File: src/efg_pkg.sv
// Shared types, constants and the quarter-wave sine table for the ellipse fan generator.
// No dependencies.
package efg_pkg;

  localparam int SEG_W   = 7;
  localparam int ANG_W   = 9;
  localparam int SINE_W  = 15;
  localparam int TRIG_W  = 16;
  localparam int FRAC_W  = 14;
  localparam int COLOR_W = 8;
  localparam int TOTAL_W = 32;

  localparam logic [ANG_W-1:0] QUARTER_TURN  = 9'd90;
  localparam logic [ANG_W-1:0] HALF_TURN     = 9'd180;
  localparam logic [ANG_W-1:0] THREE_QUARTER = 9'd270;
  localparam logic [ANG_W-1:0] FULL_TURN     = 9'd360;

  typedef logic [SEG_W-1:0] seg_t;
  typedef logic [ANG_W-1:0] ang_t;
  typedef logic signed [TRIG_W-1:0] trig_t;

  // start of one ellipse: triangle count and angle step in degrees
  typedef struct packed {
    logic go;
    seg_t count;
    ang_t step;
  } efg_ctl_t;

  // round(16384 * sin(d)), d = 0..90
  function automatic logic [SINE_W-1:0] quarter_sine(input logic [6:0] d);
    logic [SINE_W-1:0] v;
    case (d)
      7'd0: v = 15'd0;         7'd1: v = 15'd286;       7'd2: v = 15'd572;
      7'd3: v = 15'd857;       7'd4: v = 15'd1143;      7'd5: v = 15'd1428;
      7'd6: v = 15'd1713;      7'd7: v = 15'd1997;      7'd8: v = 15'd2280;
      7'd9: v = 15'd2563;      7'd10: v = 15'd2845;     7'd11: v = 15'd3126;
      7'd12: v = 15'd3406;     7'd13: v = 15'd3686;     7'd14: v = 15'd3964;
      7'd15: v = 15'd4240;     7'd16: v = 15'd4516;     7'd17: v = 15'd4790;
      7'd18: v = 15'd5063;     7'd19: v = 15'd5334;     7'd20: v = 15'd5604;
      7'd21: v = 15'd5872;     7'd22: v = 15'd6138;     7'd23: v = 15'd6402;
      7'd24: v = 15'd6664;     7'd25: v = 15'd6924;     7'd26: v = 15'd7182;
      7'd27: v = 15'd7438;     7'd28: v = 15'd7692;     7'd29: v = 15'd7943;
      7'd30: v = 15'd8192;     7'd31: v = 15'd8438;     7'd32: v = 15'd8682;
      7'd33: v = 15'd8923;     7'd34: v = 15'd9162;     7'd35: v = 15'd9397;
      7'd36: v = 15'd9630;     7'd37: v = 15'd9860;     7'd38: v = 15'd10087;
      7'd39: v = 15'd10311;    7'd40: v = 15'd10531;    7'd41: v = 15'd10749;
      7'd42: v = 15'd10963;    7'd43: v = 15'd11174;    7'd44: v = 15'd11381;
      7'd45: v = 15'd11585;    7'd46: v = 15'd11786;    7'd47: v = 15'd11982;
      7'd48: v = 15'd12176;    7'd49: v = 15'd12365;    7'd50: v = 15'd12551;
      7'd51: v = 15'd12733;    7'd52: v = 15'd12911;    7'd53: v = 15'd13085;
      7'd54: v = 15'd13255;    7'd55: v = 15'd13421;    7'd56: v = 15'd13583;
      7'd57: v = 15'd13741;    7'd58: v = 15'd13894;    7'd59: v = 15'd14044;
      7'd60: v = 15'd14189;    7'd61: v = 15'd14330;    7'd62: v = 15'd14466;
      7'd63: v = 15'd14598;    7'd64: v = 15'd14726;    7'd65: v = 15'd14849;
      7'd66: v = 15'd14968;    7'd67: v = 15'd15082;    7'd68: v = 15'd15191;
      7'd69: v = 15'd15296;    7'd70: v = 15'd15396;    7'd71: v = 15'd15491;
      7'd72: v = 15'd15582;    7'd73: v = 15'd15668;    7'd74: v = 15'd15749;
      7'd75: v = 15'd15826;    7'd76: v = 15'd15897;    7'd77: v = 15'd15964;
      7'd78: v = 15'd16026;    7'd79: v = 15'd16083;    7'd80: v = 15'd16135;
      7'd81: v = 15'd16182;    7'd82: v = 15'd16225;    7'd83: v = 15'd16262;
      7'd84: v = 15'd16294;    7'd85: v = 15'd16322;    7'd86: v = 15'd16344;
      7'd87: v = 15'd16362;    7'd88: v = 15'd16374;    7'd89: v = 15'd16382;
      7'd90: v = 15'd16384;
      default: v = 15'd0;
    endcase
    return v;
  endfunction

  // signed Q1.14 sine of an angle in 0..359 degrees
  function automatic trig_t sine_deg(input ang_t a);
    logic [6:0]        r;
    logic              neg;
    logic [SINE_W-1:0] m;
    if (a < QUARTER_TURN) begin
      r   = a[6:0];
      neg = 1'b0;
    end else if (a < HALF_TURN) begin
      r   = 7'(HALF_TURN - a);
      neg = 1'b0;
    end else if (a < THREE_QUARTER) begin
      r   = 7'(a - HALF_TURN);
      neg = 1'b1;
    end else begin
      r   = 7'(FULL_TURN - a);
      neg = 1'b1;
    end
    m = quarter_sine(r);
    return neg ? -$signed({1'b0, m}) : $signed({1'b0, m});
  endfunction

endpackage

File: src/efg_div.sv
// Restoring divider: 360 / segment count, one quotient bit per cycle.
// Depends on efg_pkg.
module efg_div
  import efg_pkg::*;
(
  input  logic clk,
  input  logic rst_n,
  input  logic start,
  input  seg_t divisor,
  output logic done,
  output ang_t quot
);

  logic            busy_r;
  logic            done_r;
  logic [3:0]      cnt_r;
  seg_t            rem_r;
  seg_t            dvs_r;
  ang_t            q_r;
  logic [SEG_W:0]  trial;
  logic [SEG_W:0]  diff;
  logic            ge;

  always_comb begin
    trial = {rem_r, q_r[ANG_W-1]};
    diff  = trial - {1'b0, dvs_r};
    ge    = trial >= {1'b0, dvs_r};
  end

  always_ff @(posedge clk) begin
    if (!rst_n) begin
      busy_r <= 1'b0;
      done_r <= 1'b0;
      cnt_r  <= '0;
    end else begin
      done_r <= 1'b0;
      if (start) begin
        busy_r <= 1'b1;
        cnt_r  <= '0;
      end else if (busy_r) begin
        cnt_r <= cnt_r + 4'd1;
        if (cnt_r == 4'(ANG_W - 1)) begin
          busy_r <= 1'b0;
          done_r <= 1'b1;
        end
      end
    end
  end

  // dividend shifts out of q_r while quotient bits shift in
  always_ff @(posedge clk) begin
    if (start) begin
      q_r   <= FULL_TURN;
      rem_r <= '0;
      dvs_r <= divisor;
    end else if (busy_r) begin
      rem_r <= ge ? diff[SEG_W-1:0] : trial[SEG_W-1:0];
      q_r   <= {q_r[ANG_W-2:0], ge};
    end
  end

  assign done = done_r;
  assign quot = q_r;

endmodule

File: config.mk
export PLATFORM = sky130hd
export DESIGN_NAME = efg_div
export DESIGN_NICKNAME = d
export VERILOG_FILES = /design/src/efg_pkg.sv /design/src/efg_div.sv
export SDC_FILE = /design/constraint.sdc
export NUM_CORES = 1
export LEC_CHECK = 0
export BUFFER_PORTS_ARGS = -buffer_cell sky130_fd_sc_hd__buf_2
export CAP_MARGIN = 20
export CORE_UTILIZATION = 40
export CTS_CLUSTER_SIZE = 16
export DETAILED_ROUTE_END_ITERATION = 6
export GPL_TIMING_DRIVEN = 0
export PLACE_DENSITY = 0.6
export SLEW_MARGIN = 0
export SYNTH_ARGS = -nofsm -noshare
export SYNTH_HDL_FRONTEND = slang
export SYNTH_SLANG_ARGS = --single-unit
export TNS_END_PERCENT = 20
File: constraint.sdc
create_clock -name clk -period 4.2 [get_ports clk]
set_input_delay 0.42 -clock clk [delete_from_list [all_inputs] [get_ports clk]]
set_output_delay 0.42 -clock clk [all_outputs]
set_load 0.05 [all_outputs]
Word-level counts from Yosys, hierarchy flattened
Cells that the tools add are included.
{ "op_classes": {"magnitude_cmp": 1, "eq_ne": 1, "n_reduce_logical": 2, "add_sub_neg": 2, "mux": 5, "n_bitwise": 2} }
{ "ops": {"columns": ["cell", "n"], "rows": [
  ["$ge 8x7->1", 1],
  ["$mux 7", 1],
  ["$sub 7x7->7", 1],
  ["$add 4x1->4 const B", 1],
  ["$eq 4x4->1 const B", 1],
  ["$mux 1", 4],
  ["$reduce_or 3->1", 1],
  ["$not 1->1", 2],
  ["$reduce_or 2->1", 1]
]} }
{ "word_totals": {"output_inout_bits": 10, "elab_cells": 19, "in_bits": 10, "regBits": 29} }

Longest topological paths before layout
{ "logic_depth": {"word_depth": 4, "depth_mapped": 8, "mapped_depth_nobuf": 8} }

Worst setup path after synthesis
Ideal clock, no wire load.
{ "synth_path": {"path_kind": "reg-to-reg", "from": "reg q_r[8], in the netlist quot[8]", "to": "reg rem_r[1]", "required_time_ps": 4084, "stages_incl_launch_ff": 9, "n_path_buf": 0, "period_less_slack_ps": 2509, "arrival_time_ps": 2393, "path_slack_ps": 1691, "setup_time_ps": 116, "cell_sequence": "dfxtp_1 inv_1 ha_1 fa_1 nand2b_1 a211oi_2 nor3_4 mux2_2 a31o_2"} }
{ "synth_via": {"elab_chain_cells": 2, "elab_cells_between_ends": 3, "classes_between": "add/sub (1); order compare (1); mux (1)"} }
{ "synth_lines": {"columns": ["item", "line", "text"], "rows": [
  ["start: declaration", "efg_div.sv:19", "ang_t q_r;"],
  ["start signal: assignment", "efg_div.sv:58", "q_r <= {q_r[ANG_W-2:0], ge};"],
  ["$sub 7x7->7 / $ge 8x7->1 (equally long branches)", "efg_div.sv:26, efg_div.sv:27", null],
  ["$mux 7 (*)", "efg_div.sv:57", "rem_r <= ge ? diff[SEG_W-1:0] : trial[SEG_W-1:0];"],
  ["end signal: assignment", "efg_div.sv:57", null],
  ["end: declaration", "efg_div.sv:17", "seg_t rem_r;"]
]} }
Every way passes the cells marked *; elsewhere a longest branch is shown, timed or not.
A chain may end at the register's enable or synchronous reset.

Worst setup path after layout
Same ends and word-level chain as after synthesis.

==> run_results.csv <==
group,metric,value,unit
pwr,fin_total_pwr,0.710,mW
placed_design,dp.cells,216,
synth,postSynth.asyncResetShare,0,
setup_path,worstPathArrival,2440,ps
setup_path,critical_path.top_delay_family,"adder cells",
clock_tree,clkSinkCount,29,
sta,setup_viol,0,
sta,worst_pin_slew,529,ps
outcome,outcome,"finished clean",
die,top_level_ports,20,
layout,diodes,0,
synth,synth-edff-count,7,
sta,setup-tns-final,0,ps
grt,grt_max_degree,11,
layout,nFillCells,345,
sta,fin_worst_skew,4.97,ps
sta,finalHoldViolations,0,
placed_design,port_buffers,19,
clock_tree,hold_buffers,0,
setup_path,critPathMaxFanout,10,
placed_design,dp_hpwl,2040,µm
setup_path,r2r_slack,1980,ps
min_path,hold_depth,1,
die,core.rowCount,21,
setup_path,path_buf_inv,1,
setup_path,worstPathCellList,"inv_1 -> ha_1 -> fa_1 -> nand2b_1 -> a211oi_2 -> nor3_4 -> mux2_2 -> a31o_2",
synth,synth-warning-count,0,
sta,max_freq,0.450,GHz
synth,synth_seq_area_share,0.443,
clock_tree,h-tree-depth,2,
placed_design,place_congestion,0.770,
setup_path,r2r_start,"quot[8]",
sta,finalMaxSlewViolations,0,
layout,layout.cells.non_filler,224,
min_path,min_path_type,"input port to flop",
setup_path,startpoint_type,"flop",
clock_tree,post_cts_resize_count,0,
synth,netlist.area_leader.share,0.300,
die,die_h,62.6,µm
setup_path,r2r_end,"rem_r[1]",
synth,synth.ff_latch_count,29,
synth,synth_ff_type,"dfxtp_1",
min_path,min_from,"divisor[6]",
clock_tree,clockBufferDepth,2,
pwr,cellLeakagePower,0.733,nW
setup_path,cp.required,4420,ps
layout,nets,197,
sta,fin_crit_sh,0.529,
sta,fin_crit,2220,ps
setup_path,end_kind,"flop",
grt,antenna_found_initial,0,
drt,vias,1129,
synth,synthCells,151,
clock_tree,numCtsBuffers,5,
clock_tree,root_buffer,"clkbuf_4",
die,die_w,62.6,µm
grt,grt_pass1_wl,4710,µm
drt,drcViolationCount,0,
setup_path,cp_slowest_cell,"fa_1",
die,coreArea,3420,µm²
setup_path,critical_path_class,"flop to flop",
run,maxCapViolCount,0,
drt,ant_nets,0,
drt,drt_iter0_drc,33,
grt,grt_pass1_vias,1080,
drt,vias_per_cell,5.04,
drt,wl,2730,µm
setup_path,rr_worst_depth,8,
clock_tree,clk_pin_slew,90,ps
sta,holdWs,267,ps
drt,dr.pass1.iters,4,
grt,gr-total-overflow,0,
synth,syn_nets,171,
synth,yosys-top-cells-area,"dfxtp_1, edfxtp_1, mux2i_1",
synth,yosysTopAreaCell,"dfxtp_1",
clock_tree,insertion_delay,320,ps
sta,max_slew_margin,0.647,
sta,rsz0062_at_grt,"no",
grt,grt_util_all_layers,0.156,
clock_tree,post_cts_buffers,0,
die,initial_utilization,0.430,
synth,ys_types,39,
layout,area_delta_synth_final,15.9,%
clock_tree,cts_tree,"done",
min_path,hold_end,"dvs_r[6]",
die,die_area,3920,µm²
layout,drive_above_1_share,0.202,
synth,syn_area_per_cell,9.72,µm²
synth,syn_area,1470,µm²
drt,wl_per_cell,12.2,µm
pwr,peakVddDrop,0.000248,V
pwr,power_density,418,nW/µm²
setup_path,slowest_delay,400,ps
-- cell families after synthesis --
group	after synthesis	share of synthesized area
AO/OA/AOI/OAI	24	0.124
XOR/XNOR	6	0.0358
multiplexers	14	0.0963
flip-flops	29	0.443
adder cells (fa/ha/maj)	10	0.0904
AND/OR/NAND/NOR	49	0.161
buffers and inverters	19	0.0494
-- per-stage QoR --
step            util  instance area, µm²  worst slack (ps)
4_1_cts        0.498                1700              1960
2_1_floorplan      -                1470              1690
3_5_place_dp   0.474                1620              1990
5_1_grt        0.498                1700              1850
6_report       0.498                1700              1980
3_3_place_gp   0.474                1620              2000
-- state kept, by name, indices dropped and copies added, names as in the netlist --
signal and count:
quot 9, dvs_r 7, rem_r 7, cnt_r 4
busy_r 1, done 1
-- how the worst max path moves through the flow --
stage,startpoint,end,slack (ps),cells after the start
2_1_floorplan,quot[8],rem_r[1],1690,8
5_1_grt,quot[8],rem_r[1],1850,8
3_5_place_dp,quot[8],rem_r[1],1990,8
4_1_cts,quot[8],rem_r[1],1960,8
3_3_place_gp,quot[8],rem_r[1],2000,8
6_report,quot[8],rem_r[1],1980,8
-- cells in the final DEF, fill, tap and decap left out, types with 2 or more instances in the layout --
cell,n
nand4_1,2
nand2b_1,2
dfxtp_1,22
ha_1,9
clkbuf_4,5
edfxtp_1,7
xor2_1,3
nor2b_1,2
xnor2_1,3
inv_1,14
o21ai_0,2
clkbuf_1,4
mux2i_1,13
a21oi_1,4
nor3_1,9
nor2_1,20
a31o_2,2
a311oi_1,2
nand2_1,9
buf_2,20
a211oi_1,3
-- cell type report --
| type | count | area (µm²) | share of cell area |
|---|---|---|---|
| Multi-Input combinational cell | 103 | 744 | 0.438 |
| Sequential cell | 29 | 651 | 0.383 |
| Timing Repair Buffer | 19 | 95.1 | 0.0559 |
| Clock buffer | 8 | 80.1 | 0.0471 |
| Tap cell | 46 | 57.6 | 0.0338 |
| Inverter | 14 | 52.6 | 0.0309 |
| Buffer | 5 | 20.0 | 0.0118 |
-- metal layers --
metal  share of wire  track usage  vias to the layer above  wire, µm
met5               0            0                        -         0
met4           0.016       0.0698                        0        43
met3           0.036       0.0493                        5        99
met2            0.47        0.258                       21      1270
met1            0.48        0.184                      522      1320
li1                -            -                      581         -
-- cells in the mapped netlist (2+ instances only) --
library cell,number
xnor2_1,3
edfxtp_1,7
a311oi_1,2
a211oi_1,3
dfxtp_1,22
nand2b_1,2
o21ai_0,2
inv_1,14
nand4_1,2
a21oi_1,4
nand2_1,9
mux2i_1,13
nor2_1,20
a31o_2,2
nor3_1,9
clkbuf_1,3
xor2_1,3
nor2b_1,2
ha_1,9
-- worst register-to-register path: stages, from the launching register on --
cell and delay (ps):
dfxtp_1 330, inv_1 70, ha_1 220, fa_1 400, nand2b_1 210, a211oi_2 270
nor3_4 130, mux2_2 290, a31o_2 210
-- power by group --
part	switching (mW)	leakage, nW	total [mW]	internal (mW)
sequential	0.0129	0.249	0.319	0.306
clock	0.0958	0.0437	0.214	0.118
combinational	0.108	0.441	0.177	0.0694
total	0.217	0.733	0.710	0.494
Note: power is estimated with default switching activity, not from simulation.
