===== src/efg_pkg.sv =====
// Shared types, constants and the quarter-wave sine table for the ellipse fan generator.
// No dependencies.
package efg_pkg;

  localparam int SEG_W   = 7;
  localparam int ANG_W   = 9;
  localparam int SINE_W  = 15;
  localparam int TRIG_W  = 16;
  localparam int FRAC_W  = 14;
  localparam int COLOR_W = 8;
  localparam int TOTAL_W = 32;

  localparam logic [ANG_W-1:0] QUARTER_TURN  = 9'd90;
  localparam logic [ANG_W-1:0] HALF_TURN     = 9'd180;
  localparam logic [ANG_W-1:0] THREE_QUARTER = 9'd270;
  localparam logic [ANG_W-1:0] FULL_TURN     = 9'd360;

  typedef logic [SEG_W-1:0] seg_t;
  typedef logic [ANG_W-1:0] ang_t;
  typedef logic signed [TRIG_W-1:0] trig_t;

  // start of one ellipse: triangle count and angle step in degrees
  typedef struct packed {
    logic go;
    seg_t count;
    ang_t step;
  } efg_ctl_t;

  // round(16384 * sin(d)), d = 0..90
  function automatic logic [SINE_W-1:0] quarter_sine(input logic [6:0] d);
    logic [SINE_W-1:0] v;
    case (d)
      7'd0: v = 15'd0;         7'd1: v = 15'd286;       7'd2: v = 15'd572;
      7'd3: v = 15'd857;       7'd4: v = 15'd1143;      7'd5: v = 15'd1428;
      7'd6: v = 15'd1713;      7'd7: v = 15'd1997;      7'd8: v = 15'd2280;
      7'd9: v = 15'd2563;      7'd10: v = 15'd2845;     7'd11: v = 15'd3126;
      7'd12: v = 15'd3406;     7'd13: v = 15'd3686;     7'd14: v = 15'd3964;
      7'd15: v = 15'd4240;     7'd16: v = 15'd4516;     7'd17: v = 15'd4790;
      7'd18: v = 15'd5063;     7'd19: v = 15'd5334;     7'd20: v = 15'd5604;
      7'd21: v = 15'd5872;     7'd22: v = 15'd6138;     7'd23: v = 15'd6402;
      7'd24: v = 15'd6664;     7'd25: v = 15'd6924;     7'd26: v = 15'd7182;
      7'd27: v = 15'd7438;     7'd28: v = 15'd7692;     7'd29: v = 15'd7943;
      7'd30: v = 15'd8192;     7'd31: v = 15'd8438;     7'd32: v = 15'd8682;
      7'd33: v = 15'd8923;     7'd34: v = 15'd9162;     7'd35: v = 15'd9397;
      7'd36: v = 15'd9630;     7'd37: v = 15'd9860;     7'd38: v = 15'd10087;
      7'd39: v = 15'd10311;    7'd40: v = 15'd10531;    7'd41: v = 15'd10749;
      7'd42: v = 15'd10963;    7'd43: v = 15'd11174;    7'd44: v = 15'd11381;
      7'd45: v = 15'd11585;    7'd46: v = 15'd11786;    7'd47: v = 15'd11982;
      7'd48: v = 15'd12176;    7'd49: v = 15'd12365;    7'd50: v = 15'd12551;
      7'd51: v = 15'd12733;    7'd52: v = 15'd12911;    7'd53: v = 15'd13085;
      7'd54: v = 15'd13255;    7'd55: v = 15'd13421;    7'd56: v = 15'd13583;
      7'd57: v = 15'd13741;    7'd58: v = 15'd13894;    7'd59: v = 15'd14044;
      7'd60: v = 15'd14189;    7'd61: v = 15'd14330;    7'd62: v = 15'd14466;
      7'd63: v = 15'd14598;    7'd64: v = 15'd14726;    7'd65: v = 15'd14849;
      7'd66: v = 15'd14968;    7'd67: v = 15'd15082;    7'd68: v = 15'd15191;
      7'd69: v = 15'd15296;    7'd70: v = 15'd15396;    7'd71: v = 15'd15491;
      7'd72: v = 15'd15582;    7'd73: v = 15'd15668;    7'd74: v = 15'd15749;
      7'd75: v = 15'd15826;    7'd76: v = 15'd15897;    7'd77: v = 15'd15964;
      7'd78: v = 15'd16026;    7'd79: v = 15'd16083;    7'd80: v = 15'd16135;
      7'd81: v = 15'd16182;    7'd82: v = 15'd16225;    7'd83: v = 15'd16262;
      7'd84: v = 15'd16294;    7'd85: v = 15'd16322;    7'd86: v = 15'd16344;
      7'd87: v = 15'd16362;    7'd88: v = 15'd16374;    7'd89: v = 15'd16382;
      7'd90: v = 15'd16384;
      default: v = 15'd0;
    endcase
    return v;
  endfunction

  // signed Q1.14 sine of an angle in 0..359 degrees
  function automatic trig_t sine_deg(input ang_t a);
    logic [6:0]        r;
    logic              neg;
    logic [SINE_W-1:0] m;
    if (a < QUARTER_TURN) begin
      r   = a[6:0];
      neg = 1'b0;
    end else if (a < HALF_TURN) begin
      r   = 7'(HALF_TURN - a);
      neg = 1'b0;
    end else if (a < THREE_QUARTER) begin
      r   = 7'(a - HALF_TURN);
      neg = 1'b1;
    end else begin
      r   = 7'(FULL_TURN - a);
      neg = 1'b1;
    end
    m = quarter_sine(r);
    return neg ? -$signed({1'b0, m}) : $signed({1'b0, m});
  endfunction

endpackage


===== src/efg_rim.sv =====
// Rim point pipeline: angle walk, sine/cosine lookup, radius multiply, round and
// saturate; writes point j of the fan into the point buffer. Depends on efg_pkg.
module efg_rim
  import efg_pkg::*;
#(
  parameter int CW = 16,
  parameter int AW = 7
) (
  input  logic                 clk,
  input  logic                 rst_n,
  input  efg_ctl_t             ctl,
  input  logic signed [CW-1:0] center_x,
  input  logic signed [CW-1:0] center_y,
  input  logic signed [CW-1:0] scale_x,
  input  logic signed [CW-1:0] scale_y,
  output logic                 wr_en,
  output logic [AW-1:0]        wr_addr,
  output logic [CW-1:0]        wr_x,
  output logic [CW-1:0]        wr_y,
  output logic                 done
);

  localparam int PW = CW + TRIG_W;
  localparam logic signed [PW:0] RND = (PW+1)'(2 ** (FRAC_W - 1));

  logic                 gen_r;
  seg_t                 idx_r;
  ang_t                 ang_r;
  seg_t                 cnt_r;
  ang_t                 step_r;
  logic                 s1_v_r;
  seg_t                 s1_idx_r;
  trig_t                s1_sin_r;
  trig_t                s1_cos_r;
  logic                 s2_v_r;
  seg_t                 s2_idx_r;
  logic signed [PW-1:0] s2_px_r;
  logic signed [PW-1:0] s2_py_r;
  ang_t                 ang_cos;
  logic [ANG_W:0]       ang_sum;
  ang_t                 ang_nxt;

  // center + round(p / 2^14), clamped to the coordinate range
  function automatic logic [CW-1:0] rim_sat(input logic signed [PW-1:0] p,
                                            input logic signed [CW-1:0] c);
    logic signed [PW:0]   t;
    logic signed [PW:0]   sh;
    logic signed [PW+1:0] s;
    logic                 fits;
    t    = $signed({p[PW-1], p}) + RND;
    sh   = t >>> FRAC_W;
    s    = $signed({sh[PW], sh}) + $signed({{(PW+2-CW){c[CW-1]}}, c});
    fits = (&s[PW+1:CW-1]) | ~(|s[PW+1:CW-1]);
    if (fits)
      return s[CW-1:0];
    return s[PW+1] ? {1'b1, {(CW-1){1'b0}}} : {1'b0, {(CW-1){1'b1}}};
  endfunction

  always_comb begin
    ang_cos = (ang_r >= THREE_QUARTER) ? ang_r - THREE_QUARTER : ang_r + QUARTER_TURN;
    ang_sum = {1'b0, ang_r} + {1'b0, step_r};
    ang_nxt = (ang_sum >= {1'b0, FULL_TURN}) ? ANG_W'(ang_sum - {1'b0, FULL_TURN})
                                             : ang_sum[ANG_W-1:0];
  end

  always_ff @(posedge clk) begin
    if (!rst_n) begin
      gen_r  <= 1'b0;
      s1_v_r <= 1'b0;
      s2_v_r <= 1'b0;
    end else begin
      s1_v_r <= gen_r;
      s2_v_r <= s1_v_r;
      if (ctl.go)
        gen_r <= 1'b1;
      else if (gen_r && idx_r == cnt_r)
        gen_r <= 1'b0;
    end
  end

  always_ff @(posedge clk) begin
    if (ctl.go) begin
      idx_r  <= '0;
      ang_r  <= QUARTER_TURN;
      cnt_r  <= ctl.count;
      step_r <= ctl.step;
    end else if (gen_r) begin
      idx_r <= idx_r + 1'b1;
      ang_r <= ang_nxt;
    end
    s1_idx_r <= idx_r;
    s1_sin_r <= sine_deg(ang_r);
    s1_cos_r <= sine_deg(ang_cos);
    s2_idx_r <= s1_idx_r;
    s2_px_r  <= scale_x * s1_cos_r;
    s2_py_r  <= scale_y * s1_sin_r;
  end

  assign wr_en   = s2_v_r;
  assign wr_addr = s2_idx_r[AW-1:0];
  assign wr_x    = rim_sat(s2_px_r, center_x);
  assign wr_y    = rim_sat(s2_py_r, center_y);
  assign done    = s2_v_r && (s2_idx_r == cnt_r);

endmodule


===== config.mk =====
export PLATFORM = sky130hd
export DESIGN_NAME = efg_rim
export DESIGN_NICKNAME = d
export VERILOG_FILES = /design/src/efg_pkg.sv /design/src/efg_rim.sv
export SDC_FILE = /design/constraint.sdc
export NUM_CORES = 2
export LEC_CHECK = 0
export BUFFER_PORTS_ARGS = -buffer_cell sky130_fd_sc_hd__buf_2
export CAP_MARGIN = 20
export CORE_UTILIZATION = 30
export DETAILED_ROUTE_END_ITERATION = 6
export PLACE_DENSITY = 0.42
export SLEW_MARGIN = 30
export SYNTH_ARGS = -nofsm -noshare
export SYNTH_HDL_FRONTEND = slang
export SYNTH_SLANG_ARGS = --single-unit

===== constraint.sdc =====
create_clock -name clk -period 13.6 [get_ports clk]
set_clock_uncertainty 0.1 [all_clocks]
set_input_delay 0.68 -clock clk [delete_from_list [all_inputs] [get_ports clk]]
set_output_delay 0.68 -clock clk [all_outputs]
set_load 0.01 [all_outputs]

-- Word level (Yosys, flattened, before mapping)
Memories as Yosys holds them, arrays and structs flattened.
Index checks and enable logic that the tools add are counted.
- input port bits: 83
- memories: 2
- memory bits (read-only): 3840
- word-level logic and storage cells: 81
- register bits: 145
- output and inout bits: 41
- add/subtract/negate cells: 17
- $lt $le $gt $ge: 8
- reduce and logical (&&, ||, !) cells: 7
- mux-type cells: 24
- equality and inequality tests: 2
- multipliers: 2
- bitwise gates (word level): 4
- memories (memory ; depth ; bits a word ; rd ports ; clocked after memory_dff ; write ports ; RTL line ; RTL):
    (no name shown) ; 128 ; 15 ; 1 ; 0 ; 0 ; efg_pkg.sv:32 ; case (d)
    (no name shown) ; 128 ; 15 ; 1 ; 0 ; 0 ; efg_pkg.sv:32 ;
- operator list (operator ; number):
    $mux 16 ; 6
    $add 32x15->33 const B ; 2
    $mul 16x16->32 ; 2
    $mux 7 ; 6
    $add 19x16->20 ; 2
    $reduce_and 19->1 ; 2
    $reduce_or 19->1 ; 2
    $neg 15->16 ; 2
    $mux 15 ; 2
    $lt 9x7->1 const B ; 2
    $lt 9x8->1 const B ; 2
    $lt 9x9->1 const B ; 2
    $mux 9 ; 2
    $sub 9x9->9 const B ; 2
    $eq 7x7->1 ; 2
    $sub 6x7->7 const A ; 2
    $sub 7x6->7 const B ; 2
    $sub 7x7->7 const A ; 2
    $add 9x9->10 ; 1
    $ge 10x9->1 const B ; 1
    $add 9x7->9 const B ; 1
    $ge 9x9->1 const B ; 1
    $mux 1 ; 8
    $add 7x1->7 const B ; 1
    other kinds (4) ; 7

-- Logic depth before layout (Yosys ltp)
An unclocked memory read counts as a cell.
- depth after elaboration: 9
- gate-level depth with buffers: 28
- mapped depth without buffers: 25

-- Least setup slack after synthesis
OpenSTA, ideal clock, no wires.
- path kind: input port to flip-flop
- from: in scale_x[6]
- to: reg s2_px_r[31]
- setup slack: 6841 ps
- cell stages on the path: 22
- arrival time: 6587 ps
- required time: 13428 ps
- path through: clkbuf_1 > and2_1 > fa_1 > inv_1 > fa_1 > fa_1 > inv_1 > fa_1 > fa_1 > inv_1 > fa_1 > inv_1 > ha_1 > or3_1 > a221oi_1 > o21ai_0 > a2111oi_0 > nor2_1 > o31a_1 > a211o_1 > a21oi_1 > xnor2_1
- longest elaborated chain between the ends: 1
- RTL lines (item ; RTL line ; RTL):
    from (decl) ; efg_rim.sv:14 ; input logic signed [CW-1:0] scale_x,
    $mul 16x16->32 ; efg_rim.sv:95 ; s2_px_r <= scale_x * s1_cos_r;
    to (signal assigned) ; efg_rim.sv:95 ;
    to (decl) ; efg_rim.sv:37 ; logic signed [PW-1:0] s2_px_r;
No other way between the ends.
A chain may end at the register's enable or synchronous reset.

-- Worst setup path after layout
- from: reg ang_r[1]
- to: reg s1_cos_r[14]
- longest elaborated chain between the ends: 9
- RTL lines (item ; RTL line ; RTL):
    from (decl) ; efg_rim.sv:28 ; ang_t ang_r;
    from (signal assigned) ; efg_rim.sv:89 ; ang_r <= ang_nxt;
    $add 9x7->9, or another cell as far along ; efg_rim.sv:60 ; ang_cos = (ang_r >= THREE_QUARTER) ? ang_r - THREE_QUARTER : ang_r + QUARTER_TURN;
    $mux 9 (*) ; efg_rim.sv:60 ;
    $lt 9x9->1, or another cell as far along ; efg_pkg.sv:80 ; end else if (a < THREE_QUARTER) begin
    $mux 7 ; efg_pkg.sv:80 ;
    $mux 7 ; efg_pkg.sv:77 ; end else if (a < HALF_TURN) begin
    $mux 7 ; efg_pkg.sv:74 ; if (a < QUARTER_TURN) begin
    $mem_v2 128x15 ; n/a ;
    $neg 15->16 ; efg_pkg.sv:88 ; return neg ? -$signed({1'b0, m}) : $signed({1'b0, m});
    $mux 15 (*) ; efg_pkg.sv:88 ;
    to (signal assigned) ; efg_rim.sv:93 ; s1_cos_r <= sine_deg(ang_cos);
    to (decl) ; efg_rim.sv:34 ; trig_t s1_cos_r;
Every way passes the cells marked *; elsewhere a longest branch is shown, timed or not.

==> flow_summary_export.csv <==
group,metric,value,unit
worst_setup_path,worstPathMaxFanout,37,
layout,diodes,0,
sta,hold_violations,0,
die,start_util,30.41,%
worst_setup_path,cp-end-kind,"register",
worst_setup_path,critPathTopFamily,"compound AO/OA/AOI/OAI gates",
die,die_y,321.3,um
routing,vias,23930,
layout,drive_gt1_share,6.556,%
routing,drc,0,
logic_synthesis,yosysTopAreaCellShare,34.37,%
layout,final_cell_area,32980,sq um
grt,grt_max_degree,70,
sta,max_freq,133.6,MHz
grt,grt_overflow,0,
worst_hold_path,hold_path_class,"register to register",
logic_synthesis,postSynthAreaPerCell,8.603,sq um
cts,numCtsBuffers,17,
routing,wl,87.20,mm
logic_synthesis,synth_most_common_cell,"inv_1",
routing,drtIter0Drc,1569,
logic_synthesis,yosys-top-cells-count,"inv_1, fa_1, nand2_1",
logic_synthesis,async_reset_ff_share,0,%
placed_design,gp_congestion,0.8654,
worst_setup_path,cp.arrival,7.80,ns
logic_synthesis,yosys_warnings,0,
die,die_area,103200,sq um
layout,area_growth,7.847,%
sta,period_needed,7.487,ns
sta,maxSlewHeadroom,31.91,%
placed_design,io_buffers,123,
logic_synthesis,seq_area_frac_synth,8.313,%
cts,cts_root_buf,"clkbuf_16",
placed_design,place_area,32380,sq um
sta,fin_hold_ws,0.2118,ns
worst_setup_path,crit_buf_inv,6,
routing,viasPerCell,4.858,
sta,finalCritPeriodShare,55.05,%
cts,clock_sinks,119,
routing,antenna_left,0,
cts,tritoncts,"done",
routing,firstDrtPassIters,6,
cts,clock_path_buffers,2,
sta,setup_viol,0,
layout,fillCellCount,10660,
worst_setup_path,r2r_setup_slack,6.11,ns
logic_synthesis,syn_area,30580,sq um
worst_setup_path,slowest_delay,0.64,ns
routing,wl_per_cell,17.70,um
worst_setup_path,crit_path_top_delay_cell,"or4_1",
die,die_w,321.3,um
worst_setup_path,worstSetupPathType,"register to register",
cts,htreeDepth,4,
logic_synthesis,yosys-top-cells-area,"fa_1, ha_1, inv_1",
logic_synthesis,synth-main-ff-cell,"dfxtp_1",
logic_synthesis,yosys.area.top_type,"fa_1",
grt,gr-usage-all-layers,17.25,%
cts,postCtsSetupRepairBufs,0,
sta,drv_slew,0,
die,io_pins,124,
grt,antenna_found_initial,0,
worst_setup_path,worst_ep_required_time,13.91,ns
outcome,status,"complete, no violations",
die,row_count,116,
logic_synthesis,syn_nets,4400,
cts,clk_pin_slew_worst_paths,0.08,ns
cts,clk_latency,0.49,ns
sta,tns,0,ns
logic_synthesis,ys_ff_latch,119,
sta,tightestPinTransition,1.019,ns
logic_synthesis,ys_types,102,
worst_setup_path,path_cells,"buf_4 > inv_1 > ha_1 > nor2b_1 > o31ai_1 > or4b_4 > a31o_1 > a221oi_4 > xnor2_2 > buf_4 > clkinv_2 > ha_1 > o21ai_0 > a21o_1 > a31oi_1 > a211o_1 > inv_1 > ha_1 > inv_1 > or4_1 > o41ai_2 > xor2_1",
sta,rsz0062_at_grt,"false",
worst_setup_path,crit_path_start_kind,"register",
layout,nNetsFinal,4401,
cts,postCtsResizedCells,0,
die,core_area,100600,sq um
placed_design,hpwlAfterDp,68.97,mm
logic_synthesis,synth-edff-count,16,
logic_synthesis,synthCells,3555,
grt,grt_pass1_vias,24500,
flow_run,cap_viol_max_count,0,
grt,grt_pass1_wl,141.0,mm
cts,hold_buffers,0,
path summary, 6_finish.rpt:
check,startpoint,endpoint,cells after the start
max reg2reg,ang_r[1]$_SDFFE_PP1P_,s1_cos_r[14]$_DFF_P_,22
min reg2reg,s1_idx_r[5]$_DFF_P_,wr_addr[5]$_DFF_P_,0
max,ang_r[1]$_SDFFE_PP1P_,s1_cos_r[14]$_DFF_P_,22
min,s1_idx_r[5]$_DFF_P_,wr_addr[5]$_DFF_P_,0
worst register-to-register path, cell delays in order (launching register included):
cell and delay (ns):
dfxtp_1 0.31, buf_4 0.37, inv_1 0.47, ha_1 0.60, nor2b_1 0.08, o31ai_1 0.27
or4b_4 0.51, a31o_1 0.39, a221oi_4 0.38, xnor2_2 0.14, buf_4 0.37, clkinv_2 0.58
ha_1 0.48, o21ai_0 0.38, a21o_1 0.15, a31oi_1 0.09, a211o_1 0.27, inv_1 0.10
ha_1 0.17, inv_1 0.05, or4_1 0.64, o41ai_2 0.35, xor2_1 0.17
through the flow:
stage	setup slack, ns	utilization, %	cells
4_1_cts	6.180	32.78	4926
5_1_grt	5.699	32.79	4926
3_3_place_gp	6.190	32.19	4894
3_5_place_dp	6.148	32.19	4894
2_1_floorplan	6.841	-	3555
6_report	6.113	32.79	4926
state kept, by name (all words and copies together) (netlist names):
register / cells
wr_addr: 7
step_r: 9
s1_sin_r: 16
ang_r: 9
s1_cos_r: 16
s1_v_r: 1
cnt_r: 7
gen_r: 1
s2_px_r: 19
s2_py_r: 19
s1_idx_r: 7
idx_r: 7
wr_en: 1
kinds of logic after synthesis:
family                   synth area share [%]
AO/OA/AOI/OAI                           14.67
multiplexers                           0.4787
adder cells (fa/ha/maj)                 44.06
flip-flops                              8.313
AND/OR/NAND/NOR                         16.39
XOR/XNOR                                5.805
buffers and inverters                   10.28
metal layers:
layer	track usage (%)	wire length, um	vias up
met5	0	0	-
met4	3.704	1104	0
met3	2.355	3539	61
met2	26.79	39040	487
met1	25.28	43520	11900
li1	-	-	11480
area by class of cell:
cell class / instances / area (sq um) / share of cell area [%]
timing repair buffer: 150 / 818.3 / 2.481
clock buffer: 18 / 429.2 / 1.301
multi-input combinational: 2633 / 24950 / 75.63
sequential: 119 / 2544 / 7.712
tap: 1357 / 1698 / 5.148
inverter: 635 / 2385 / 7.230
clock inverter: 14 / 162.7 / 0.4932
layout by cell type, fill, tap and decap left out, types with 102 or more instances in the layout:
cell,synthesis,routed
fa_1,525,525
nand2_1,366,366
a21oi_1,121,121
ha_1,237,237
dfxtp_1,103,102
o21ai_0,119,119
inv_1,628,628
and2_1,251,251
xnor2_1,145,142
buf_2,27,123
nor2_1,156,155
Power is left out: the tool's default activity adds up to more than one toggle a clock period on the data nets, which glitch-free logic cannot reach.
