==> config.mk <==
export PLATFORM = sky130hd
export DESIGN_NAME = efg_emit
export DESIGN_NICKNAME = d
export VERILOG_FILES = /design/src/efg_pkg.sv /design/src/efg_emit.sv
export SDC_FILE = /design/constraint.sdc
export NUM_CORES = 2
export LEC_CHECK = 0
export BUFFER_PORTS_ARGS = -buffer_cell sky130_fd_sc_hd__clkbuf_2
export CAP_MARGIN = 30
export CORE_AREA = 3 3 484 486
export DETAILED_ROUTE_END_ITERATION = 6
export DIE_AREA = 0 0 487 489
export PLACE_DENSITY = 0.64
export SLEW_MARGIN = 20
export SYNTH_ARGS = -nofsm -noshare
export SYNTH_HDL_FRONTEND = slang
export SYNTH_SLANG_ARGS = --single-unit
==> constraint.sdc <==
create_clock -name clk -period 6.8 [get_ports clk]
set_input_delay 0.34 -clock clk [delete_from_list [all_inputs] [get_ports clk]]
set_output_delay 0.34 -clock clk [all_outputs]
set_load 0.005 [all_outputs]
==> src/efg_pkg.sv <==
// Shared types, constants and the quarter-wave sine table for the ellipse fan generator.
// No dependencies.
package efg_pkg;

  localparam int SEG_W   = 7;
  localparam int ANG_W   = 9;
  localparam int SINE_W  = 15;
  localparam int TRIG_W  = 16;
  localparam int FRAC_W  = 14;
  localparam int COLOR_W = 8;
  localparam int TOTAL_W = 32;

  localparam logic [ANG_W-1:0] QUARTER_TURN  = 9'd90;
  localparam logic [ANG_W-1:0] HALF_TURN     = 9'd180;
  localparam logic [ANG_W-1:0] THREE_QUARTER = 9'd270;
  localparam logic [ANG_W-1:0] FULL_TURN     = 9'd360;

  typedef logic [SEG_W-1:0] seg_t;
  typedef logic [ANG_W-1:0] ang_t;
  typedef logic signed [TRIG_W-1:0] trig_t;

  // start of one ellipse: triangle count and angle step in degrees
  typedef struct packed {
    logic go;
    seg_t count;
    ang_t step;
  } efg_ctl_t;

  // round(16384 * sin(d)), d = 0..90
  function automatic logic [SINE_W-1:0] quarter_sine(input logic [6:0] d);
    logic [SINE_W-1:0] v;
    case (d)
      7'd0: v = 15'd0;         7'd1: v = 15'd286;       7'd2: v = 15'd572;
      7'd3: v = 15'd857;       7'd4: v = 15'd1143;      7'd5: v = 15'd1428;
      7'd6: v = 15'd1713;      7'd7: v = 15'd1997;      7'd8: v = 15'd2280;
      7'd9: v = 15'd2563;      7'd10: v = 15'd2845;     7'd11: v = 15'd3126;
      7'd12: v = 15'd3406;     7'd13: v = 15'd3686;     7'd14: v = 15'd3964;
      7'd15: v = 15'd4240;     7'd16: v = 15'd4516;     7'd17: v = 15'd4790;
      7'd18: v = 15'd5063;     7'd19: v = 15'd5334;     7'd20: v = 15'd5604;
      7'd21: v = 15'd5872;     7'd22: v = 15'd6138;     7'd23: v = 15'd6402;
      7'd24: v = 15'd6664;     7'd25: v = 15'd6924;     7'd26: v = 15'd7182;
      7'd27: v = 15'd7438;     7'd28: v = 15'd7692;     7'd29: v = 15'd7943;
      7'd30: v = 15'd8192;     7'd31: v = 15'd8438;     7'd32: v = 15'd8682;
      7'd33: v = 15'd8923;     7'd34: v = 15'd9162;     7'd35: v = 15'd9397;
      7'd36: v = 15'd9630;     7'd37: v = 15'd9860;     7'd38: v = 15'd10087;
      7'd39: v = 15'd10311;    7'd40: v = 15'd10531;    7'd41: v = 15'd10749;
      7'd42: v = 15'd10963;    7'd43: v = 15'd11174;    7'd44: v = 15'd11381;
      7'd45: v = 15'd11585;    7'd46: v = 15'd11786;    7'd47: v = 15'd11982;
      7'd48: v = 15'd12176;    7'd49: v = 15'd12365;    7'd50: v = 15'd12551;
      7'd51: v = 15'd12733;    7'd52: v = 15'd12911;    7'd53: v = 15'd13085;
      7'd54: v = 15'd13255;    7'd55: v = 15'd13421;    7'd56: v = 15'd13583;
      7'd57: v = 15'd13741;    7'd58: v = 15'd13894;    7'd59: v = 15'd14044;
      7'd60: v = 15'd14189;    7'd61: v = 15'd14330;    7'd62: v = 15'd14466;
      7'd63: v = 15'd14598;    7'd64: v = 15'd14726;    7'd65: v = 15'd14849;
      7'd66: v = 15'd14968;    7'd67: v = 15'd15082;    7'd68: v = 15'd15191;
      7'd69: v = 15'd15296;    7'd70: v = 15'd15396;    7'd71: v = 15'd15491;
      7'd72: v = 15'd15582;    7'd73: v = 15'd15668;    7'd74: v = 15'd15749;
      7'd75: v = 15'd15826;    7'd76: v = 15'd15897;    7'd77: v = 15'd15964;
      7'd78: v = 15'd16026;    7'd79: v = 15'd16083;    7'd80: v = 15'd16135;
      7'd81: v = 15'd16182;    7'd82: v = 15'd16225;    7'd83: v = 15'd16262;
      7'd84: v = 15'd16294;    7'd85: v = 15'd16322;    7'd86: v = 15'd16344;
      7'd87: v = 15'd16362;    7'd88: v = 15'd16374;    7'd89: v = 15'd16382;
      7'd90: v = 15'd16384;
      default: v = 15'd0;
    endcase
    return v;
  endfunction

  // signed Q1.14 sine of an angle in 0..359 degrees
  function automatic trig_t sine_deg(input ang_t a);
    logic [6:0]        r;
    logic              neg;
    logic [SINE_W-1:0] m;
    if (a < QUARTER_TURN) begin
      r   = a[6:0];
      neg = 1'b0;
    end else if (a < HALF_TURN) begin
      r   = 7'(HALF_TURN - a);
      neg = 1'b0;
    end else if (a < THREE_QUARTER) begin
      r   = 7'(a - HALF_TURN);
      neg = 1'b1;
    end else begin
      r   = 7'(FULL_TURN - a);
      neg = 1'b1;
    end
    m = quarter_sine(r);
    return neg ? -$signed({1'b0, m}) : $signed({1'b0, m});
  endfunction

endpackage

==> src/efg_emit.sv <==
// Rim point buffer and triangle readout: reads points behind the writer, pairs
// each with the previous one, keeps the vertex total and drives the result word.
// Depends on efg_pkg.
module efg_emit
  import efg_pkg::*;
#(
  parameter int CW    = 16,
  parameter int AW    = 7,
  parameter int DEPTH = 65
) (
  input  logic               clk,
  input  logic               rst_n,
  input  efg_ctl_t           ctl,
  input  logic               wr_en,
  input  logic [AW-1:0]      wr_addr,
  input  logic [CW-1:0]      wr_x,
  input  logic [CW-1:0]      wr_y,
  input  logic               out_stall,
  output logic               out_valid,
  output logic [CW-1:0]      rim_a_x,
  output logic [CW-1:0]      rim_a_y,
  output logic [CW-1:0]      rim_b_x,
  output logic [CW-1:0]      rim_b_y,
  output logic               last,
  output logic [TOTAL_W-1:0] total,
  output logic               done
);

  typedef struct packed {
    logic [CW-1:0]      a_x;
    logic [CW-1:0]      a_y;
    logic [CW-1:0]      b_x;
    logic [CW-1:0]      b_y;
    logic               last;
    logic [TOTAL_W-1:0] total;
  } tri_t;

  logic [2*CW-1:0]    mem [DEPTH];
  logic [2*CW-1:0]    rd_data_r;

  logic               act_r;
  seg_t               cnt_r;
  seg_t               wr_cnt_r;
  seg_t               rd_addr_r;
  logic               rd_pend_r;
  seg_t               arr_idx_r;
  logic [CW-1:0]      prev_x_r;
  logic [CW-1:0]      prev_y_r;
  logic               hold_v_r;
  tri_t               hold_r;
  logic               out_v_r;
  tri_t               out_r;
  logic [TOTAL_W-1:0] vcount_r;

  logic               out_free;
  logic               rd_en;
  logic               form_v;
  tri_t               form;
  logic [TOTAL_W:0]   vc_sum;
  logic               take_hold;
  logic               take_form;
  logic               put_hold;

  always_comb begin
    out_free = !out_v_r || !out_stall;
    // interlock: only read points already written for this ellipse
    rd_en = act_r && (rd_addr_r <= cnt_r) && (rd_addr_r < wr_cnt_r) && !hold_v_r &&
            !(rd_pend_r && !out_free);
    form_v     = rd_pend_r && (arr_idx_r != '0);
    vc_sum     = {1'b0, vcount_r} + (TOTAL_W+1)'(3);
    form.a_x   = prev_x_r;
    form.a_y   = prev_y_r;
    form.b_x   = rd_data_r[2*CW-1:CW];
    form.b_y   = rd_data_r[CW-1:0];
    form.last  = (arr_idx_r == cnt_r);
    form.total = vc_sum[TOTAL_W] ? '1 : vc_sum[TOTAL_W-1:0];
    take_hold  = hold_v_r && out_free;
    take_form  = form_v && out_free && !hold_v_r;
    put_hold   = form_v && !take_form;
  end

  always_ff @(posedge clk) begin
    if (wr_en)
      mem[wr_addr] <= {wr_x, wr_y};
    if (rd_en)
      rd_data_r <= mem[rd_addr_r[AW-1:0]];
  end

  always_ff @(posedge clk) begin
    if (!rst_n) begin
      act_r     <= 1'b0;
      rd_pend_r <= 1'b0;
      hold_v_r  <= 1'b0;
      out_v_r   <= 1'b0;
      vcount_r  <= '0;
      wr_cnt_r  <= '0;
      rd_addr_r <= '0;
      cnt_r     <= '0;
    end else begin
      rd_pend_r <= rd_en;
      if (ctl.go) begin
        act_r     <= 1'b1;
        cnt_r     <= ctl.count;
        wr_cnt_r  <= '0;
        rd_addr_r <= '0;
      end else begin
        if (done)
          act_r <= 1'b0;
        if (wr_en)
          wr_cnt_r <= wr_cnt_r + 1'b1;
        if (rd_en)
          rd_addr_r <= rd_addr_r + 1'b1;
      end
      if (form_v)
        vcount_r <= form.total;
      if (take_hold || take_form)
        out_v_r <= 1'b1;
      else if (out_free)
        out_v_r <= 1'b0;
      if (put_hold)
        hold_v_r <= 1'b1;
      else if (take_hold)
        hold_v_r <= 1'b0;
    end
  end

  always_ff @(posedge clk) begin
    if (rd_en)
      arr_idx_r <= rd_addr_r;
    if (rd_pend_r) begin
      prev_x_r <= rd_data_r[2*CW-1:CW];
      prev_y_r <= rd_data_r[CW-1:0];
    end
    if (take_hold)
      out_r <= hold_r;
    else if (take_form)
      out_r <= form;
    if (put_hold)
      hold_r <= form;
  end

  assign out_valid = out_v_r;
  assign rim_a_x   = out_r.a_x;
  assign rim_a_y   = out_r.a_y;
  assign rim_b_x   = out_r.b_x;
  assign rim_b_y   = out_r.b_y;
  assign last      = out_r.last;
  assign total     = out_r.total;
  assign done      = out_v_r && !out_stall && out_r.last;

  a_hold_behind_out: assert property (@(posedge clk) disable iff (!rst_n)
    hold_v_r |-> out_v_r)
    else $error("skid word held while output register empty");

  a_no_hold_overwrite: assert property (@(posedge clk) disable iff (!rst_n)
    (form_v && hold_v_r) |-> out_free)
    else $error("new triangle would overwrite a pending skid word");

  a_total_monotonic: assert property (@(posedge clk) disable iff (!rst_n)
    rst_n |=> (vcount_r >= $past(vcount_r)))
    else $error("vertex total went backward");

endmodule

* Word level (Yosys, flattened, before mapping) *
Memory sizes are Yosys's and may differ from the RTL's. A register that Yosys moved wholly into a read port is not among the register bits.
Cells that the tools add are included.

storage, ports and cells
  register bits after elaboration = 290
  latch bits = 0
  bits in writable memories = 2080
  memory bits (read-only) = 0
  input bits = 60
  output and inout bits = 99
  logic and storage cells = 68
  memories = 1

memory list
  name  words  bits a word  rd ports  clocked after Yosys merged registers in  wr ports  RTL line        source
  mem   65     32           1         1                                        1         efg_emit.sv:38  logic [2*CW-1:0] mem [DEPTH];

cells by class
  $add $sub $neg = 3
  multipliers = 0
  div/mod/pow operators = 0
  $lt $le $gt $ge = 2
  eq/ne operators = 1
  shifts and indexed selects = 0
  muxes and demuxes = 11
  bitwise logic cells = 1
  reductions and logical operators = 26

operators with widths
  kind                     number
  $mux W97                 2
  $add A32 B2 Y33 const B  1
  $mux W32                 1
  $add A7 B1 Y7 const B    2
  $logic_and A1 B1 Y1      12
  $mux W1                  8
  $reduce_bool A2 Y1       4
  $eq A7 B7 Y1             1
  $le A7 B7 Y1             1
  $lt A7 B7 Y1             1
  $reduce_bool A7 Y1       1
  $logic_not A1 Y1         6
  $logic_or A1 B1 Y1       2
  $reduce_or A2 Y1         1
  $not A1 Y1               1

* Depth between registers and ports, before layout *
  word-level depth = 7
  depth in mapped cells = 14
  depth with buffers taken out = 8

* Worst setup path after synthesis *
OpenSTA, ideal clock, no wires.

  kind = flip-flop to flip-flop
  start point = reg rd_pend_r
  end point = reg out_r, in the netlist last (enable)
  library setup time = 0.553 ns
  arrival = 5.734 ns
  data required time = 6.247 ns
  path slack = 0.512 ns
  cell stages (with the launch flop) = 5
  path buffers = 1
  clock period less this slack = 6.288 ns
  cell sequence = dfxtp_1 > o41a_1 > clkbuf_1 > nor2_1 > nor2_1

on the way
  longest elaborated chain between the ends = 4

ends and longest elaborated chain
  item                              RTL line         source
  start: declaration                efg_emit.sv:45   logic rd_pend_r;
  start signal: assignment          efg_emit.sv:100  rd_pend_r <= rd_en;
  $logic_and A1 B1 Y1               efg_emit.sv:69   form_v = rd_pend_r && (arr_idx_r != '0);
  $logic_and A1 B1 Y1 (2 in a row)  efg_emit.sv:78   take_form = form_v && out_free && !hold_v_r;
  $reduce_bool A2 Y1 (no line)      -
  end signal: assignment            efg_emit.sv:135  out_r <= hold_r;
  end signal: assignment            efg_emit.sv:137  out_r <= form;
  end: declaration                  efg_emit.sv:52   tri_t out_r;

No other way between the ends.
A chain may end at the register's enable or synchronous reset.

* Worst setup path after layout *
  start point = reg rd_addr_r[3]
  end point = reg rd_data_r[13] (read register of mem) (data pin)

on the way
  longest elaborated chain between the ends = 5
  elaborated cells between the ends (all ways) = 6
  classes of those cells = order compare (2); reduce/logical (4)

ends and longest elaborated chain
  item                              RTL line         source
  start: declaration                efg_emit.sv:44   seg_t rd_addr_r;
  start signal: assignment          efg_emit.sv:112  rd_addr_r <= rd_addr_r + 1'b1;
  $le A7 B7 Y1                      efg_emit.sv:67   rd_en = act_r && (rd_addr_r <= cnt_r) && (rd_addr_r < wr_cnt_r) && !hold_v_r &&
  $logic_and A1 B1 Y1 (4 in a row)  efg_emit.sv:67
  end: declaration                  efg_emit.sv:39   logic [2*CW-1:0] rd_data_r;

Several ways; a longest one is shown, not always the timed one.

==> impl_metrics.yaml <==
detailed_routing:
  viasPerCell: 5.75
  vias: 46700
  wl_mm: 235
  wl_per_cell_um: 28.9
  drt-initial-drc-count: 5578
  first_pass_iters: 5
  drc: 0
  ant_nets: 0
die:
  pin_count: 159
  initial_core_util_pct: 40.0
  die_h_um: 489
  die_area_um2: 238000
  rows: 176
  coreArea_um2: 230000
  fp.dieW_um: 487
cells_and_area:
  final_layout_size_suffix_gt1_share_pct: 24.1
  stdcell_area_um2: 105000
  stdcell_count: 8123
  final_nets: 4984
  nFillCells: 19000
  utilization_pct: 45.6
  syn_to_final_growth_pct: 13.9
setup_path:
  r2r_start: "rd_addr_r[3]"
  worst_path_max_delay_cell: "dfxtp_2"
  cp_max_fo: 15
  path_depth: 6
  endpoint: "rd_data_r[13]"
  reg2reg_depth: 6
  crit_chain: "nand3b_1 > nor2_1 > a22o_1 > a21oi_1 > nand4_1 > o32a_1"
  end_kind: "flip-flop"
  r2r_setup_slack_ps: 2520
  required_ps: 7400
  crit_buf_inv: 0
  reg2reg_to: "rd_data_r[13]"
  cp-startpoint: "rd_addr_r[3]"
  slowest_delay_ps: 770
  crit_arrival_ps: 4880
  startpoint_type: "flip-flop"
  critPathKind: "flip-flop to flip-flop"
  crit_family: "simple AND/OR/NAND/NOR gates"
grt:
  antenna_found_initial: 16
  grt_usage_pct: 19.5
  grt_pass1_wl_mm: 334
  grt_max_degree: 93
  grt_overflow: 0
  first_global_vias: 46100
synthesis:
  synth-edff-count: 2345
  postSynth.asyncResetShare_pct: 0
  synth_area_leaders: "edfxtp_1 (76%), mux4_2 (11%), mux2i_1 (2.0%)"
  syn_area_um2: 92100
  synth_common_cells: "edfxtp_1 (2345), mux4_2 (433), nand2_1 (295), mux2i_1 (182), nor2_1 (150)"
  syn_avg_cell_area_um2: 20.1
  synth.largest_area_cell: "edfxtp_1"
  ys_seq_area_share_pct: 77.7
  synth_flop_cell: "edfxtp_1"
  ys_warn_count: 0
  ys_seq_elements: 2402
  synth_fp_nets: 4650
  ys_types: 68
  postSynthCellCount: 4574
  synth_most_common_cell: "edfxtp_1"
  synth_top_area_share_pct: 76.5
hold_path:
  hold_depth: 3
  min_path_type: "input port to flip-flop"
sta:
  finClkSkew_ps: 24.3
  timing.final.crit_share_pct: 62.9
  rsz0062_at_grt: "false"
  worstMarginPinSlew_ps: 1130
  hold_slack_ps: 121
  min_period_ps: 4280
  hold_violations: 0
  setup_viol: 0
  relSlewSlack_pct: 24.4
  finalMaxSlewViolations: 0
  max_freq_ghz: 0.234
  tns_ps: 0
clock_tree:
  cts_buffers: 224
  cts_htree_levels: 4
  clkSinkCount: 2402
  cts-root-buf: "clkbuf_16"
  clk-insertion-delay-late_ps: 860
  cts_tree: "done"
  cts_hold_buf: 17
  post-cts-setup-buffers: 0
  cts-resized-gates: 0
  clockBufferDepth: 3
  path_clk_slew_ps: 70
place:
  dp_hpwl_mm: 130
  port_buffers: 149
  dp_cells: 7682
  routabilityCongestion: 0.815
  dpl_cell_area_um2: 97400
power:
  seq_power_share_pct: 55.9
  combPwrFrac_pct: 1.7
  p_clk_share_pct: 42.4
  switching_power_uw: 5740
  p_leak_uw: 0.0322
  power.internal_uw: 23400
  switching_share_pct: 19.7
  ir_drop_uv: 228
  p_per_area_nw_per_um2: 278
job:
  cap_violations: 0
run_status:
  status: "finished clean"
## per-layer routing
layer	vias up	global-route usage (%)	wire length, um
met2	2184	30.8	111000
met3	347	5.23	23600
met1	24600	26.5	93100
met5	-	0	27
li1	19600	-	-
met4	4	6.38	7530
## power groups by stage
| stage | Sequential (uW) | Clock [uW] | Combinational (uW) |
|---|---|---|---|
| finish | 16300 | 12400 | 491 |
| global route | 16300 | 13100 | 525 |
| CTS | 16300 | 12600 | 493 |
| detailed placement | 16600 | 0 | 483 |
| global placement | 16600 | 0 | 461 |
| floorplan | 16600 | 0 | 151 |
## sequential cells by signal, summed over array words and instances (netlist names), 7 cells and up
name / flops
hold_r: 97
rim_a_x: 16
mem: 2080
wr_cnt_r: 7
arr_idx_r: 7
prev_y_r: 16
total: 32
vcount_r: 32
cnt_r: 7
prev_x_r: 16
rim_b_x: 16
rim_a_y: 16
rd_addr_r: 7
rd_data_r: 32
rim_b_y: 16
## logic make-up (layout without fill, tap and decap cells)
kind of cell | after synthesis | in the layout | share of synthesized area [%]
xor gates and xnor gates | 37 | 37 | 0.352
buffers and inverters | 282 | 801 | 1.54
other | 0 | 4 | 0
AOI/OAI and AO/OA | 540 | 540 | 4.06
and+or+nand+nor | 643 | 643 | 3.10
adders and majority gates | 16 | 16 | 0.217
muxes | 654 | 654 | 13.0
DFF | 2402 | 2402 | 77.7
## final cells by class
cell class	count	area [um2]	area share, %
Multi-Input combinational cell	1890	19700	18.7
Antenna cell	4	10.0	0.00954
Clock inverter	138	1330	1.27
Timing Repair Buffer	363	2570	2.45
Tap cell	3026	3790	3.61
Inverter	27	101	0.0966
Clock buffer	273	5880	5.61
Sequential cell	2402	71600	68.2
## worst register-to-register path: cells and delay by family, from the launching register on
| kind | cells | cell delay, ps |
|---|---|---|
| AO/OA/AOI/OAI | 3 | 1560 |
| flip-flops | 1 | 770 |
| AND/OR/NAND/NOR | 3 | 1700 |
## metrics by stage
step	power [uW]	setup slack (ps)
2_1_floorplan	16800	513
3_3_place_gp	17100	2560
3_5_place_dp	17100	2600
4_1_cts	29400	2580
5_1_grt	30000	2350
6_report	29200	2520
## layout by cell type (no fill, tap or decap), types with 16 or more instances in the layout
cell              n
a22o_1           23
o21ai_0          52
a221oi_1         26
dfxtp_1          51
nor2_4           61
edfxtp_1       2345
mux2i_1         182
nor2_1           88
bufinv_16        24
o221ai_1         19
o22ai_1          48
a311oi_1         19
ha_1             16
a21oi_1         118
inv_1            24
o32a_1           25
clkinv_2         40
nand3_1          55
clkinv_1         57
mux4_2          433
a31oi_1          40
and3_1           16
clkbuf_16       226
mux2_2           39
a22oi_1          70
buf_4           179
a211oi_1         21
dlygate4sd3_1    17
clkbuf_2        149
nand4_1          25
xnor2_1          27
clkbuf_1         42
nor3_1           20
nand2_1         294
## how the worst min path moves through the flow
stage / startpoint / to
after CTS: wr_en / wr_cnt_r[0]
after detailed placement: prev_x_r[11] / hold_r[92]
final: wr_en / wr_cnt_r[0]
after global routing: wr_en / wr_cnt_r[2]
after floorplan: prev_y_r[0] / hold_r[65]
after global placement: prev_y_r[8] / hold_r[73]
No activity file was read; power rests on OpenSTA's default activity.
